$ cat src/hdl/rrw_pkg.sv
// ----------------------------------------------------------------------------
// rrw_pkg
// Shared types and codes of the receive reorder window: the request and
// result items and the opcode and status codes.
// ----------------------------------------------------------------------------
package rrw_pkg;

    localparam int SEQ_W  = 32;
    localparam int LEN_W  = 12;
    localparam int TAG_W  = 16;
    localparam int STAT_W = 2;
    localparam int FILL_W = 17;

    // request opcodes
    localparam logic OP_ARRIVE = 1'b0;
    localparam logic OP_READ   = 1'b1;

    // result status codes
    localparam logic [STAT_W-1:0] STAT_OK     = 2'd0;
    localparam logic [STAT_W-1:0] STAT_NOTWIN = 2'd1;
    localparam logic [STAT_W-1:0] STAT_DUP    = 2'd2;
    localparam logic [STAT_W-1:0] STAT_FULL   = 2'd3;

    typedef struct packed {
        logic             opcode;
        logic [SEQ_W-1:0] seq_num;
        logic [LEN_W-1:0] length;
        logic [TAG_W-1:0] seg_tag;
    } req_t;

    typedef struct packed {
        logic [STAT_W-1:0] status;
        logic              deliver_valid;
        logic [TAG_W-1:0]  deliver_tag;
        logic [LEN_W-1:0]  deliver_len;
        logic [LEN_W-1:0]  bytes_read;
        logic [SEQ_W-1:0]  window_begin;
        logic [SEQ_W-1:0]  window_end;
        logic [FILL_W-1:0] buffer_fill;
        logic              last;
    } rsp_t;

endpackage

$ cat src/hdl/rrw_if.sv
// ----------------------------------------------------------------------------
// rrw_if
// Valid/ready channels of the receive reorder window: request and result.
// ----------------------------------------------------------------------------
interface rrw_req_if;
    logic          valid;
    logic          ready;
    rrw_pkg::req_t data;

    modport source (output valid, output data, input ready);
    modport sink   (input valid, input data, output ready);
endinterface

interface rrw_rsp_if;
    logic          valid;
    logic          ready;
    rrw_pkg::rsp_t data;

    modport source (output valid, output data, input ready);
    modport sink   (input valid, input data, output ready);
endinterface

$ cat src/hdl/reorder_receive_window.sv
// A read, reject or duplicate gives one result: the request is registered, decided
// in S_EXEC, and the result is registered and shown in S_OUT. A store writes its
// slot in S_EXEC, then loops through S_FETCH (slot memory read), S_CHECK (buffer
// check) and S_OUT (one delivery result) until a hole or a full buffer gives the
// closing result. One request at a time: the next is taken after the closing
// result is accepted. Reset: control state and slot occupancy clear at once.
// ----------------------------------------------------------------------------
// reorder_receive_window
// Selective-repeat receive window: stores out-of-order segments in slots and
// drains them in order into a byte buffer, one slot per step of a small
// sequencer; read requests pop bytes from that buffer.
// ----------------------------------------------------------------------------
module reorder_receive_window #(
    parameter int WINDOW    = 16,
    parameter int BUF_BYTES = 65536,
    parameter int MAX_SEG   = 2048
) (
    input  logic            clk,
    input  logic            rst_n,
    rrw_req_if.sink         req,
    rrw_rsp_if.source       rsp
);

    localparam int IW = (WINDOW > 1) ? $clog2(WINDOW) : 1;
    localparam int FW = $clog2(BUF_BYTES + 1);

    typedef enum logic [4:0] {
        S_IDLE  = 5'b00001,
        S_EXEC  = 5'b00010,
        S_FETCH = 5'b00100,
        S_CHECK = 5'b01000,
        S_OUT   = 5'b10000
    } state_t;

    typedef struct packed {
        logic [rrw_pkg::LEN_W-1:0] len;
        logic [rrw_pkg::TAG_W-1:0] tag;
    } slot_t;

    typedef struct packed {
        logic [rrw_pkg::STAT_W-1:0] status;
        logic                       deliver_valid;
        logic [rrw_pkg::TAG_W-1:0]  deliver_tag;
        logic [rrw_pkg::LEN_W-1:0]  deliver_len;
        logic [rrw_pkg::LEN_W-1:0]  bytes_read;
        logic                       last;
    } res_t;

    state_t                    state_reg, state_next;
    rrw_pkg::req_t             item_reg, item_next;
    logic [rrw_pkg::SEQ_W-1:0] begin_reg, begin_next;
    logic [IW-1:0]             bidx_reg, bidx_next;
    logic [WINDOW-1:0]         full_reg, full_next;
    logic [FW-1:0]             fill_reg, fill_next;
    res_t                      res_reg, res_next;
    slot_t                     slot_rd_reg;
    slot_t                     slot_mem [WINDOW];

    logic                      mem_we;
    logic [IW-1:0]             mem_waddr;
    slot_t                     mem_wdata;

    logic [rrw_pkg::SEQ_W-1:0] seq_gap;
    logic                      in_win;
    logic [IW:0]               idx_sum;
    logic [IW-1:0]             idx;
    logic [rrw_pkg::LEN_W-1:0] len_sat;
    logic [rrw_pkg::LEN_W-1:0] take;
    logic [FW:0]               drain_sum;
    logic [IW-1:0]             bidx_inc;
    logic [FW+16:0]            fill_ext;

    // window test and slot index of the arriving segment
    assign seq_gap = item_reg.seq_num - begin_reg;
    assign in_win  = seq_gap < rrw_pkg::SEQ_W'(WINDOW);
    assign idx_sum = {1'b0, bidx_reg} + {1'b0, seq_gap[IW-1:0]};
    assign idx     = (idx_sum >= (IW+1)'(WINDOW)) ? IW'(idx_sum - (IW+1)'(WINDOW))
                                                  : idx_sum[IW-1:0];

    // clamp oversize segments
    assign len_sat = (32'(item_reg.length) > 32'(MAX_SEG)) ? rrw_pkg::LEN_W'(MAX_SEG)
                                                           : item_reg.length;

    // bytes popped by a read
    assign take = (FW'(item_reg.length) < fill_reg) ? item_reg.length
                                                    : fill_reg[rrw_pkg::LEN_W-1:0];

    // buffer room check for the slot at the window start
    assign drain_sum = {1'b0, fill_reg} + (FW+1)'(slot_rd_reg.len);

    assign bidx_inc = (bidx_reg == IW'(WINDOW - 1)) ? '0 : bidx_reg + 1'b1;

    // sequencer
    always_comb
    begin
        state_next = state_reg;
        item_next  = item_reg;
        begin_next = begin_reg;
        bidx_next  = bidx_reg;
        full_next  = full_reg;
        fill_next  = fill_reg;
        res_next   = res_reg;
        mem_we     = 1'b0;
        mem_waddr  = idx;
        mem_wdata  = '{len: len_sat, tag: item_reg.seg_tag};

        unique case (state_reg)
            S_IDLE:
            begin
                if (req.valid)
                begin
                    item_next  = req.data;
                    state_next = S_EXEC;
                end
            end
            S_EXEC:
            begin
                res_next = '{status: rrw_pkg::STAT_OK, deliver_valid: 1'b0,
                             deliver_tag: '0, deliver_len: '0, bytes_read: '0,
                             last: 1'b1};
                if (item_reg.opcode == rrw_pkg::OP_READ)
                begin
                    fill_next           = fill_reg - FW'(take);
                    res_next.bytes_read = take;
                    state_next          = S_OUT;
                end
                else if (!in_win)
                begin
                    res_next.status = seq_gap[rrw_pkg::SEQ_W-1] ? rrw_pkg::STAT_DUP
                                                                : rrw_pkg::STAT_NOTWIN;
                    state_next      = S_OUT;
                end
                else if (full_reg[idx])
                begin
                    res_next.status = rrw_pkg::STAT_DUP;
                    state_next      = S_OUT;
                end
                else
                begin
                    mem_we         = 1'b1;
                    full_next[idx] = 1'b1;
                    state_next     = S_FETCH;
                end
            end
            S_FETCH:
            begin
                // stop at the first empty slot
                if (!full_reg[bidx_reg])
                begin
                    res_next = '{status: rrw_pkg::STAT_OK, deliver_valid: 1'b0,
                                 deliver_tag: '0, deliver_len: '0, bytes_read: '0,
                                 last: 1'b1};
                    state_next = S_OUT;
                end
                else
                begin
                    state_next = S_CHECK;
                end
            end
            S_CHECK:
            begin
                if (drain_sum > (FW+1)'(BUF_BYTES))
                begin
                    res_next = '{status: rrw_pkg::STAT_FULL, deliver_valid: 1'b0,
                                 deliver_tag: '0, deliver_len: '0, bytes_read: '0,
                                 last: 1'b1};
                end
                else
                begin
                    fill_next           = drain_sum[FW-1:0];
                    full_next[bidx_reg] = 1'b0;
                    begin_next          = begin_reg + 1'b1;
                    bidx_next           = bidx_inc;
                    res_next = '{status: rrw_pkg::STAT_OK, deliver_valid: 1'b1,
                                 deliver_tag: slot_rd_reg.tag,
                                 deliver_len: slot_rd_reg.len, bytes_read: '0,
                                 last: 1'b0};
                end
                state_next = S_OUT;
            end
            S_OUT:
            begin
                if (rsp.ready)
                begin
                    state_next = res_reg.last ? S_IDLE : S_FETCH;
                end
            end
            default:
            begin
                state_next = S_IDLE;
            end
        endcase
    end

    // control state
    always_ff @(posedge clk or negedge rst_n)
    begin
        if (!rst_n)
        begin
            state_reg <= S_IDLE;
            begin_reg <= '0;
            bidx_reg  <= '0;
            full_reg  <= '0;
            fill_reg  <= '0;
        end
        else
        begin
            state_reg <= state_next;
            begin_reg <= begin_next;
            bidx_reg  <= bidx_next;
            full_reg  <= full_next;
            fill_reg  <= fill_next;
        end
    end

    // hold the request and the pending result
    always_ff @(posedge clk)
    begin
        item_reg <= item_next;
        res_reg  <= res_next;
    end

    // slot memory: one write port, registered read at the window start
    always_ff @(posedge clk)
    begin
        if (mem_we)
        begin
            slot_mem[mem_waddr] <= mem_wdata;
        end
        slot_rd_reg <= slot_mem[bidx_reg];
    end

    // ports
    assign fill_ext  = {17'b0, fill_reg};
    assign req.ready = (state_reg == S_IDLE);
    assign rsp.valid = (state_reg == S_OUT);
    assign rsp.data  = '{status:        res_reg.status,
                         deliver_valid: res_reg.deliver_valid,
                         deliver_tag:   res_reg.deliver_tag,
                         deliver_len:   res_reg.deliver_len,
                         bytes_read:    res_reg.bytes_read,
                         window_begin:  begin_reg,
                         window_end:    begin_reg + rrw_pkg::SEQ_W'(WINDOW),
                         buffer_fill:   fill_ext[16:0],
                         last:          res_reg.last};

`ifndef NO_ASSERTIONS
    // never take a request while a result is pending
    a_one_at_a_time: assert property (@(posedge clk) disable iff (!rst_n)
        !(req.ready && rsp.valid))
        else $error("request accepted while a result is pending");

    // a delivery is never the closing result and always carries status ok
    a_delivery_form: assert property (@(posedge clk) disable iff (!rst_n)
        (rsp.valid && rsp.data.deliver_valid) |->
        (!rsp.data.last && rsp.data.status == rrw_pkg::STAT_OK))
        else $error("delivery result marked last or with error status");

    // the byte count stays within the buffer
    a_fill_bound: assert property (@(posedge clk) disable iff (!rst_n)
        32'(fill_reg) <= 32'(BUF_BYTES))
        else $error("buffer fill exceeds capacity");

    // the window start moves only through a delivery
    a_begin_moves: assert property (@(posedge clk) disable iff (!rst_n)
        (begin_reg != $past(begin_reg)) |-> (rsp.valid && rsp.data.deliver_valid))
        else $error("window start moved without a delivery");
`endif

endmodule

$ cat src/flat_wrapper.sv
// flat-port wrapper written by rule: the top's interface ports become plain ports
module reorder_receive_window_flat 
#(
    parameter int WINDOW    = 16,
    parameter int BUF_BYTES = 65536,
    parameter int MAX_SEG   = 2048
)
  (clk, rst_n, req_valid, req_data, req_ready, rsp_valid, rsp_data, rsp_ready);
  rrw_req_if req_i ();
  rrw_rsp_if rsp_i ();
  input  logic clk;
  input  logic rst_n;
  input wire logic [$bits(req_i.valid)-1:0] req_valid;
  input wire logic [$bits(req_i.data)-1:0] req_data;
  output wire logic [$bits(req_i.ready)-1:0] req_ready;
  output wire logic [$bits(rsp_i.valid)-1:0] rsp_valid;
  output wire logic [$bits(rsp_i.data)-1:0] rsp_data;
  input wire logic [$bits(rsp_i.ready)-1:0] rsp_ready;
  assign req_i.valid = req_valid;
  assign req_i.data = req_data;
  assign req_ready = req_i.ready;
  assign rsp_valid = rsp_i.valid;
  assign rsp_data = rsp_i.data;
  assign rsp_i.ready = rsp_ready;
  reorder_receive_window #(.WINDOW(WINDOW), .BUF_BYTES(BUF_BYTES), .MAX_SEG(MAX_SEG)) u_core (.clk(clk), .rst_n(rst_n), .req(req_i), .rsp(rsp_i));
endmodule
$ cat config.mk
export PLATFORM = sky130hd
export DESIGN_NAME = reorder_receive_window_flat
export DESIGN_NICKNAME = d
export VERILOG_FILES = /design/src/hdl/rrw_pkg.sv /design/src/hdl/rrw_if.sv /design/src/hdl/reorder_receive_window.sv /design/src/flat_wrapper.sv
export SDC_FILE = /design/constraint.sdc
export NUM_CORES = 1
export LEC_CHECK = 0
export BUFFER_PORTS_ARGS = -buffer_cell sky130_fd_sc_hd__buf_4
export CAP_MARGIN = 0
export CORE_MARGIN = 4
export CORE_UTILIZATION = 62
export CTS_BUF_LIST = sky130_fd_sc_hd__clkbuf_8
export DETAILED_ROUTE_END_ITERATION = 6
export HOLD_SLACK_MARGIN = 0.03
export PLACE_DENSITY = 0.77
export SLEW_MARGIN = 0
export SYNTH_ARGS = -nofsm -noshare
export SYNTH_HDL_FRONTEND = slang
export SYNTH_SLANG_ARGS = --single-unit
$ cat constraint.sdc
create_clock -name clk -period 9.2 [get_ports clk]
set_input_delay 1.38 -clock clk [delete_from_list [all_inputs] [get_ports clk]]
set_output_delay 1.38 -clock clk [all_outputs]
set_load 0.005 [all_outputs]
==> impl_results.md, run 1 <==
- Outcome: completed
- Slew HR: 26.85%
- WL/cell: 24.65 um
- Share of the synthesized area in the top cell type: ~57%
- FF+latch count, synth: 655
- Delay-heaviest family, CP: simple AND/OR/NAND/NOR gates
- Tot Pwr: 7.356 mW
- IO Count: 192
- Combinational Power Share: around 18%
- Initial DRC Count: about 2000
- RSZ-0062 raised after global routing: no
- Internal power: around 5.2 mW
- Via count: 17520
- CTS Sinks: 655
- Post-CTS sizing: 0
- Average size of a mapped cell: 15.94 sq um
- Setup TNS: 0 ns
- Initial antenna violation count: 2
- Worst-Skew Late Latency: 0.72 ns
- Hold Path Class: primary input to asynchronous set/reset pin
- Tcrit/Tclk final: 64.61%
- Largest net degree at the start of global routing: 67
- Min Clock Period, post-route: 5.944 ns
- CP startpoint: u_core.begin_reg[0]
- Die area: between 50000 and 60000 sq um
- Nets: between 2000 and 2500
- H-tree Lvls: 3
- CTS tree: built
- Critical path class: register to register
- R2R Path End: u_core.slot_mem[3][16]
- # diodes: 0
- Clk pwr share: 32.0%
- Reg2reg start: u_core.begin_reg[0]
- GP Congestion: 0.9133
- PwrDens: approximately 220 nW/um^2
- Commonest non-fill, non-tap cell in the layout: edfxtp_1
- Drt total wl: 68.08 mm
- Max reg flops: 448
- Clock Pin Slew Worst Setup and Hold Paths: 0.06 ns
- Crit-path cells: ha_1, fa_1, inv_1, ha_1, a21o_1, a21oi_1, xnor2_1, xnor2_1, a31oi_1, nor2_1, nand3_1, or4b_1, nor2_4
- Sw Ratio: approximately 29%
- Post-CTS Setup Inserts: 0
- Worst Path Arrival: 6.25 ns
- Total grt overflow: 0
- VDD IR max: 0.2081 mV
- Final hold vios: 0
- Synth top area cells: edfxtp_1, mux4_2, dfrtp_1
- Layout Utilization: 71.73%
- Clk_skew: 0.04593 ns
- DRC Markers: 0
- Die Ht: 224.6 um
- Ys Warns: 0
- Sequential power share: 49.7%
- Post-Syn Area: 29100 sq um
- Vias in the first global route: between 15000 and 20000
- CP max stage delay: 1.00 ns
- Synth Instances: 1826
- Final slew viol count: 0
- Layout cells sized above 1: 26.08%
- Row count: 79
- Max stage delay cell, worst path: or4b_1
- WP data required: 9.51 ns
- Leakage: 11.86 nW
- CP bufs+invs: 1
- Num CTS Buffers: 101
- CTS hold repair buffers: 0
- R2R setup slack: 3.26 ns
- Ys async rst share: 11.30%
- Vias per cell: 6.342
- Post-synth top area cell: edfxtp_1
- Peak Freq: 0.1682 GHz
- Post-synth EDFFs: roughly 550
- Worst setup EP type: register
- GRT Resource Usage Total: 27.16%
- R2R depth: 13
- Sw power: 2.112 mW
- Root Driver: clkbuf_8
- Endpoints failing setup: 0
- Crit-path max FO: 28
- Most frequent cells in the layout: edfxtp_1, buf_4, mux4_2, inv_1, clkbuf_8
- Antenna Violating Nets Remaining: 0
- Area Growth Syn to Fin: 14.52%
- Post-DP HPWL: 44.51 mm
- Die W: 224.6 um
- Nature of the critical path startpoint: register
- Worst-Margin Slew: about 1.1 ns
- Starting density of the core: 62.63%
- First-pass GRT wire length: 105.0 mm
- Top FF cell, synth: edfxtp_1
- IO Port Bufs: 191
- Syn_nets: 1970
- Synth unique cells: 89
- First-pass DRT Iterations: 5
- Post-synthesis sequential area ratio: between 60% and 70%
- Core Region: 46460 sq um
- Max-cap violations: 0
- Clock buffer depth: 3
[metrics by stage]
| stage | worst slack, ns | cells | cell area, sq um | hold WS, ns |
|---|---|---|---|---|
| floorplan | 2.264 | 1826 | 29100 | 0.4781 |
| global placement | 3.485 | 2571 | 31310 | 0.4893 |
| detailed placement | 3.281 | 2571 | 31310 | 0.4901 |
| CTS | 3.263 | 2762 | 33320 | 0.4488 |
| global route | 2.886 | 2762 | 33320 | 0.4573 |
| finish | 3.256 | 2762 | 33320 | 0.4833 |
[layout make-up]
cell class	instances	area, sq um
Sequential cell	655	19030
Fill cell	2972	13140
Multi-Input combinational cell	1005	9539
Timing Repair Buffer	225	1689
Clock buffer	117	1610
Tap cell	607	759.5
Clock inverter	74	399.1
Inverter	79	296.5
[cell families after synthesis]
kind of cell	Yosys count	synth area share, %
AOI/OAI and AO/OA	282	6.605
DFF	655	65.36
adders and majority gates	79	3.500
and+or+nand+nor	373	6.914
buffers and inverters	166	2.279
xor gates and xnor gates	93	2.799
muxes	178	12.54
[synthesized netlist by cell type (6+ instances only)]
cell,count
and3_1,24
nor2_1,65
a211oi_1,14
or4_1,8
xnor2_1,81
nor4_1,21
edfxtp_1,553
clkbuf_1,51
o41ai_1,13
o31ai_1,13
nand4_1,10
a2111oi_0,6
mux2i_1,27
inv_1,76
a21oi_1,61
buf_1,14
nor3_1,30
ha_1,75
o211ai_1,15
nand2b_1,13
nor2b_1,15
o21ai_0,56
and2_1,34
dfxtp_1,28
a21o_1,18
buf_2,14
or3_1,13
mux4_2,149
xor2_1,12
dfrtp_1,73
o21a_1,16
nand2_1,61
nand3_1,42
[worst register-to-register path, stage by stage (launching register included)]
cell and delay (ns):
dfrtp_1 0.46, ha_1 0.25, fa_1 0.56, inv_1 0.07, ha_1 0.27, a21o_1 0.18, a21oi_1 0.18, xnor2_1 0.10
xnor2_1 0.64, a31oi_1 0.22, nor2_1 0.19, nand3_1 0.60, or4b_1 1.01, nor2_4 0.82
[worst max-delay path by stage]
| stage | endpoint | slack (ns) | depth (start not counted) |
|---|---|---|---|
| final | u_core.slot_mem[3][16] | 3.26 | 13 |
| after global routing | u_core.slot_mem[2][11] | 2.89 | 13 |
| after CTS | u_core.slot_mem[0][2] | 3.26 | 10 |
| after detailed placement | u_core.slot_mem[0][15] | 3.28 | 10 |
| after global placement | u_core.slot_mem[0][17] | 3.48 | 10 |
| after floorplan | u_core.full_reg[13] | 2.26 | 15 |
[power by group through the flow]
| stage | Combinational, mW | Clock [mW] | Sequential, mW |
|---|---|---|---|
| after floorplan | 0.922 | 0 | 3.64 |
| after global placement | 1.29 | 0 | 3.70 |
| after detailed placement | 1.33 | 0 | 3.71 |
| after CTS | 1.33 | 2.40 | 3.65 |
| after global routing | 1.49 | 2.55 | 3.67 |
| final | 1.35 | 2.35 | 3.66 |
[per-layer routing]
metal  part of all wire, %  routed length, um  global-route usage (%)  vias to the layer above
li1                      -                  -                       -                     7725
met1                    41              28190                   39.33                     8927
met2                    49              33580                   44.00                      771
met3                   7.6               5152                   4.933                       91
met4                   1.7               1146                   6.700                        2
met5                 0.019                 13                       0                        -
Note: power is estimated with default switching activity, not from simulation.
==> run 2, diff against run 1 <==
- ABC_AREA: unset -> 1
- CORE_UTILIZATION: 62 -> 57
- PLACE_DENSITY: 0.77 -> 0.75
- clock period: 9.2 -> 5.1 ns (I/O delays scaled with it)
==> run 2 against run 1 <==
  * Total power grew 94%
  * Cell count grew 47%
  * Worst setup slack worse by 2.7 ns
  * Core utilization is 6.1 points lower
  * Global-route usage is 2.2 points higher
  * Critical path depth is 9 higher
  * Sequential share of layout area decreased by 2.4 points
  * Clock power rose by 77%
  * Largest cell class unchanged
  * Largest power group unchanged
==> impl_results.md, run 2 <==
- Tot Pwr: 14.29 mW (+94%)
- Worst setup EP type: register
- Die area: 57670 sq um (+14%)
- Commonest non-fill, non-tap cell in the layout: nand2_1
- VDD IR max: 0.3152 mV (+51%)
- Hold WS: 0.2363 ns (-0.2470 ns)
- Initial DRC Count: 2316 (+15%)
- Die W: 240.1 um (+6.9%)
- Clock buffer depth: 3 (unchanged)
- WP data required: 5.67 ns (-3.84 ns)
- CTS tree: built
- Average size of a mapped cell: 9.973 sq um (-37%)
- Most frequent cells in the layout: nand2_1, edfxtp_1, nor2_1, inv_1, o21ai_0
- Reg2reg start: u_core.fill_reg[1]
- Outcome: completed
- Setup TNS: 0 ns (unchanged)
- Initial antenna violation count: 0 (-2)
- Final hold vios: 0 (unchanged)
- Post-synth EDFFs: 553 (unchanged)
- FF+latch count, synth: 655 (unchanged)
- Total grt overflow: 0 (unchanged)
- Most common cell in the netlist: nand2_1
- WL/cell: 21.09 um (-14%)
- DRC Markers: 0 (unchanged)
- RSZ-0062 raised after global routing: no
- Combinational Power Share: 23.8% (+5.5 points)
- Sw power: 4.639 mW (+120%)
- IO Count: 192 (unchanged)
- Top FF cell, synth: edfxtp_1
- Max reg flops: 448 (unchanged)
- CP dominant cell by count: nand3_1
- Ys Warns: 0 (unchanged)
- Num CTS Buffers: 101 (unchanged)
- Worst Path Arrival: 5.06 ns (-1.19 ns)
- First-pass GRT wire length: 130.7 mm (+25%)
- Clock Pin Slew Worst Setup and Hold Paths: 0.07 ns (about the same)
- Drt total wl: 85.33 mm (+25%)
- Fin cells: 4047 (+47%)
- Clk_skew: 0.03575 ns (-0.01018 ns)
- Min Clock Period, post-route: 4.496 ns (-1.449 ns)
- Post-synthesis sequential area ratio: 61.92% (-3.4 points)
- Post-CTS Setup Inserts: 0 (unchanged)
- Post-Syn Area: 30720 sq um (+5.6%)
- Cells after DPL: 3860 (+50%)
- IO Port Bufs: 191 (unchanged)
- Critical Path End: u_core.fill_reg[10]
- GP Congestion: 0.9709 (+6.3%)
- Crit-path cells: inv_1, ha_1, a21oi_1, nor2_1, nor3_1, o221ai_1, nand2_1, nand3_1, o21ai_0, ha_1, inv_1, fa_1, nand3_1, and2_1, inv_1, a21oi_1, o21ai_0, or2_2, nand3_1, o21ai_0, nand3_1, nand2_1
- Syn_nets: 3224 (+64%)
- Vias in the first global route: 23050 (+31%)
- Via count: 23490 (+34%)
- H-tree Lvls: 3 (unchanged)
- Critical path class: register to register
- R2R Path End: u_core.fill_reg[10]
- Post-DP HPWL: 56.32 mm (+27%)
- Vias per cell: 5.805 (-8.5%)
- Antenna Violating Nets Remaining: 0 (unchanged)
- Root Driver: clkbuf_8
- Clk pwr share: 29.1% (-2.9 points)
- Post-synth top area cell: edfxtp_1
- Core Region: 52970 sq um (+14%)
- Share of the synthesized area in the top cell type: 54.06% (-3.0 points)
- Largest net degree at the start of global routing: 175 (+160%)
- Starting density of the core: 57.99% (-4.6 points)
- R2R setup slack: 0.60 ns (-2.65 ns)
- Worst-Margin Slew: 1.382 ns (+0.2874 ns)
- Ys async rst share: 11.30% (unchanged)
- Final slew viol count: 0 (unchanged)
- GRT Resource Usage Total: 29.33% (+2.2 points)
- PwrDens: 411.2 nW/um^2 (+86%)
- Nature of the critical path startpoint: register
- Endpoints failing setup: 0 (unchanged)
- Internal power: 9.649 mW (+84%)
- Tcrit/Tclk final: 88.15% (+24 points)
- Synth Instances: 3080 (+69%)
- Area Growth Syn to Fin: 13.12%
- Peak Freq: 0.2224 GHz (+32%)
- Die Ht: 240.1 um (+6.9%)
- Sw Ratio: 32.47% (+3.8 points)
- Nets: 3420 (+55%)
- Max stage delay cell, worst path: o21ai_0
- First-pass DRT Iterations: 6 (+1)
- Row count: 84 (+6.3%)
- CTS Sinks: 655 (unchanged)
- Synth cell count leaders: nand2_1, edfxtp_1, nor2_1
- Hold Path Class: primary input to register
- CP startpoint: u_core.fill_reg[1]
- Synth top area cells: edfxtp_1, nand2_1, dfrtp_1
- Leakage: 13.92 nW (+17%)
- CTS hold repair buffers: 1 (+1)
- Slew HR: 7.500% (-19 points)
- Max-cap violations: 0 (unchanged)
- Crit-path max FO: 24 (-14%)
- Worst-Skew Late Latency: 0.71 ns (about the same)
- Post-CTS sizing: 0 (unchanged)
- Layout cells sized above 1: 11.97% (-14 points)
- CP max stage delay: 0.50 ns (-0.50 ns)
- # diodes: 0 (unchanged)
- R2R depth: 22 (+9)
- Synth unique cells: 51 (-43%)
- Sequential power share: 47.1% (-2.6 points)
[run 2: layout make-up]
type                       instances  area [sq um]
sequential                       655         19020
fill                            4215         18220
multi-input combinational       2016         10220
timing repair buffer             217          1644
clock buffer                     111          1528
inverter                         285          1075
tap                              688         860.8
clock inverter                    75         392.9
[run 2: cells by family (layout without fill, tap and decap cells)]
family / count (synthesis) / in the layout / synth area share, %
flip-flops: 655 / 655 / 61.92
AO/OA/AOI/OAI: 525 / 525 / 9.360
buffers and inverters: 409 / 688 / 5.267
adder cells (fa/ha/maj): 79 / 79 / 3.316
XOR/XNOR: 64 / 64 / 1.825
AND/OR/NAND/NOR: 1348 / 1348 / 18.32
[run 2: how the worst min path moves through the flow]
| stage | slack [ns] | endpoint | start | depth (start not counted) |
|---|---|---|---|---|
| 2_1_floorplan | 0.44 | u_core.full_reg[13] | u_core.full_reg[13] | 2 |
| 3_3_place_gp | 0.46 | u_core.full_reg[13] | u_core.full_reg[13] | 2 |
| 3_5_place_dp | 0.46 | u_core.full_reg[1] | u_core.full_reg[1] | 2 |
| 4_1_cts | 0.18 | u_core.item_reg[10] | req_data[10] | 1 |
| 5_1_grt | 0.19 | u_core.item_reg[2] | req_data[2] | 1 |
| 6_report | 0.24 | u_core.item_reg[10] | req_data[10] | 1 |
[run 2: stage by stage]
step                      utilization (%)  setup slack, ns  instance area (sq um)
after floorplan                         -           0.3282                  30720
after global placement              61.95           0.7599                  32820
after detailed placement            61.95           0.6530                  32820
after CTS                           65.60           0.6637                  34750
after global routing                65.60          0.02653                  34750
final                               65.60           0.6042                  34750
[run 2: per-layer routing]
metal  global-route usage, %  vias to the layer above  share of wire [%]
li1                        -                    11000                  -
met1                   39.87                    11310                 41
met2                   48.41                      994                 48
met3                   4.714                      196                7.3
met4                   10.53                        0                3.2
met5                       0                        -                  0
[run 2: worst max-delay path, delay by kind of cell, from the launching register on]
| kind | cells | cell delay [ns] |
|---|---|---|
| fa+ha+maj | 3 | 0.84 |
| simple gates | 10 | 1.57 |
| compound gates | 6 | 1.21 |
| flops | 1 | 0.47 |
| buf+inv | 3 | 0.29 |
[run 2: power by group through the flow]
stage	combinational, mW	sequential, mW	clock, mW
2_1_floorplan	2.35	6.69	0
3_3_place_gp	3.32	6.81	0
3_5_place_dp	3.36	6.83	0
4_1_cts	3.38	6.73	4.22
5_1_grt	3.86	6.76	4.46
6_report	3.40	6.73	4.16
==> run 3, diff against run 2 <==
- PLACE_DENSITY: 0.75 -> 0.87
==> run 3 against run 2 <==
  * The flow now finishes with violations (design-rule violations)
  * Flip-flop and latch count unchanged
  * Final area up 0.82%
  * Non-clock buffer count down 3
  * Combinational power about the same
  * Via count up 1.7%
  * Wire length down 2.9%
  * First-iteration DRC count up 24%
  * Total power up 3.8%
  * Count of clock-buffer cells in the layout up 7
  * Critical path depth down 8
  * Maximum frequency up 0.94%
  * Die area unchanged
==> impl_results.md, run 3 (synthesis gave the netlist of run 2 again) <==
- CP bufs+invs: 1 (-2)
- CTS hold repair buffers: 1 (unchanged)
- Max stage delay cell, worst path: nor2_4
- Fin cells: 4048 (+0.025%)
- Num CTS Buffers: 101 (unchanged)
- RSZ-0062 raised after global routing: no
- Area Growth Syn to Fin: 14.05%
- Post-CTS Setup Inserts: 0 (unchanged)
- Commonest non-fill, non-tap cell in the layout: nand2_1
- Clock buffer depth: 3 (unchanged)
- Cells after DPL: 3857 (-0.078%)
- Via count: 23890 (+1.7%)
- Initial DRC Count: 2873 (+24%)
- Nature of the critical path startpoint: register
- Nets: 3417 (-0.088%)
- Critical path depth: 14 (-36%)
- VDD IR max: 0.2963 mV (-6.0%)
- Total grt overflow: 0 (unchanged)
- CP startpoint: u_core.begin_reg[0]
- Max reg flops: 448 (unchanged)
- # diodes: 0 (unchanged)
- H-tree Lvls: 3 (unchanged)
- Row count: 84 (unchanged)
- Worst-Margin Slew: 1.375 ns (-0.007461 ns)
- Final slew viol count: 0 (unchanged)
- Hold WS: 0.2168 ns (-0.01950 ns)
- Root Driver: clkbuf_8
- First-pass DRT Iterations: 7 (+1)
- Worst-Skew Late Latency: 0.73 ns (+0.02 ns)
- Leakage: 14.04 nW (+0.86%)
- PwrDens: 423.2 nW/um^2 (+2.9%)
- Die area: 57670 sq um (unchanged)
- Most frequent cells in the layout: nand2_1, edfxtp_1, nor2_1, inv_1, o21ai_0
- Core Region: 52970 sq um (unchanged)
- Reg2reg start: u_core.begin_reg[0]
- Starting density of the core: 57.99% (unchanged)
- Worst setup EP type: register
- R2R setup slack: 0.65 ns (+0.04 ns)
- CTS tree: built
- Drt total wl: 82.87 mm (-2.9%)
- WL/cell: 20.47 um (-2.9%)
- CTS Sinks: 655 (unchanged)
- Hold path startpoint: req_data[60]
- WP data required: 5.42 ns (-0.25 ns)
- Post-DP HPWL: 53.60 mm (-4.8%)
- Die Ht: 240.1 um (unchanged)
- First-pass GRT wire length: 126.8 mm (-3.0%)
- Outcome: complete, but fails checks
- Endpoints failing setup: 0 (unchanged)
- Clock Pin Slew Worst Setup and Hold Paths: 0.06 ns (about the same)
- GRT Resource Usage Total: 28.14% (-1.2 points)
- Vias in the first global route: 23150 (+0.42%)
- Die W: 240.1 um (unchanged)
- Layout cells sized above 1: 12.62% (+0.65 points)
- IO Port Bufs: 191 (unchanged)
- Vias per cell: 5.900 (+1.6%)
- Worst Path Arrival: 4.77 ns (-0.29 ns)
- Max-cap violations: 0 (unchanged)
- CP max stage delay: 0.92 ns (+0.42 ns)
- Min Clock Period, post-route: 4.454 ns (-0.04198 ns)
- Delay-heaviest family, CP: simple AND/OR/NAND/NOR gates
- Crit-path cells: ha_1, fa_1, fa_1, nor2_1, a22oi_1, o21ai_0, a21oi_1, o21ai_0, nand2_1, nand2_1, nor2_1, nand4_2, buf_4, nor2_4
- Slew HR: 7.999% (+0.50 points)
- Largest net degree at the start of global routing: 237 (+35%)
- Setup TNS: 0 ns (unchanged)
- Antenna Violating Nets Remaining: 0 (unchanged)
- Peak Freq: 0.2245 GHz (+0.94%)
- Failing checks: design-rule violations
- Final hold vios: 0 (unchanged)
- Clk_skew: 0.03383 ns (-0.001925 ns)
- Initial antenna violation count: 0 (unchanged)
- DRC Markers: 5 (+5)
- IO Count: 192 (unchanged)
- Tcrit/Tclk final: 87.33% (-0.82 points)
- Crit-path max FO: 28 (+17%)
- Worst hold stages: 1 (unchanged)
- Hold Path Class: primary input to register
- Tot Pwr: 14.83 mW (+3.8%)
- Critical path class: register to register
- GP Congestion: 0.9916 (+2.1%)
- R2R depth: 14 (-36%)
- Post-CTS sizing: 0 (unchanged)
- Fillcell total: 4025 (-4.5%)
run 3: cell count changes in the layout (fill, tap and decap cells not counted), moves of 5 or more:
cell       delta
inv_1         -7
buf_4         -5
clkbuf_8      +7
clkinv_2      +8
bufinv_16     +6
clkinv_1     -14
run 3: path summary, 6_finish.rpt:
check                                        endpoint
min in group asynchronous         u_core.fill_reg[14]
worst min register to register    u_core.full_reg[13]
max in group asynchronous        u_core.begin_reg[23]
worst min-delay path              u_core.item_reg[60]
worst max-delay path            u_core.slot_mem[5][5]
worst max register to register  u_core.slot_mem[5][5]
run 3: worst register-to-register path, stage by stage (launching register included):
cell and delay [ns]:
dfrtp_1 0.43, ha_1 0.24, fa_1 0.49, fa_1 0.58
nor2_1 0.16, a22oi_1 0.19, o21ai_0 0.11, a21oi_1 0.13
o21ai_0 0.09, nand2_1 0.08, nand2_1 0.06, nor2_1 0.17
nand4_2 0.12, buf_4 0.29, nor2_4 0.93
run 3: area by class of cell:
type                            count  area (sq um)  area share, %
Clock buffer                      118          1624          4.636
Clock inverter                     72         578.1          1.650
Inverter                          285          1075          3.068
Multi-Input combinational cell   2016         10220          29.18
Sequential cell                   655         19030          54.31
Tap cell                          688         860.8          2.457
Timing Repair Buffer              214          1647          4.700
run 3: routing by layer:
layer,global-route usage (%),up-vias,part of all wire [%]
met5,0,-,0
met4,13.13,0,4.5
met3,5.162,244,9.5
met2,45.96,1416,48
met1,36.92,11220,38
li1,-,11000,-
run 3: power by group:
part	switching [mW]	internal, mW	total [mW]
Clock	2.16	2.55	4.71
Combinational	2.19	1.18	3.37
Sequential	0.391	6.36	6.75
Total	4.73	10.1	14.8
run 3: metrics by stage:
step	worst slack, ns	area, sq um	util [%]
floorplan	0.3282	30720	-
global placement	0.7665	32820	61.96
detailed placement	0.6249	32820	61.96
CTS	0.6013	35030	66.14
global route	0.3933	35030	66.14
finish	0.6462	35030	66.14
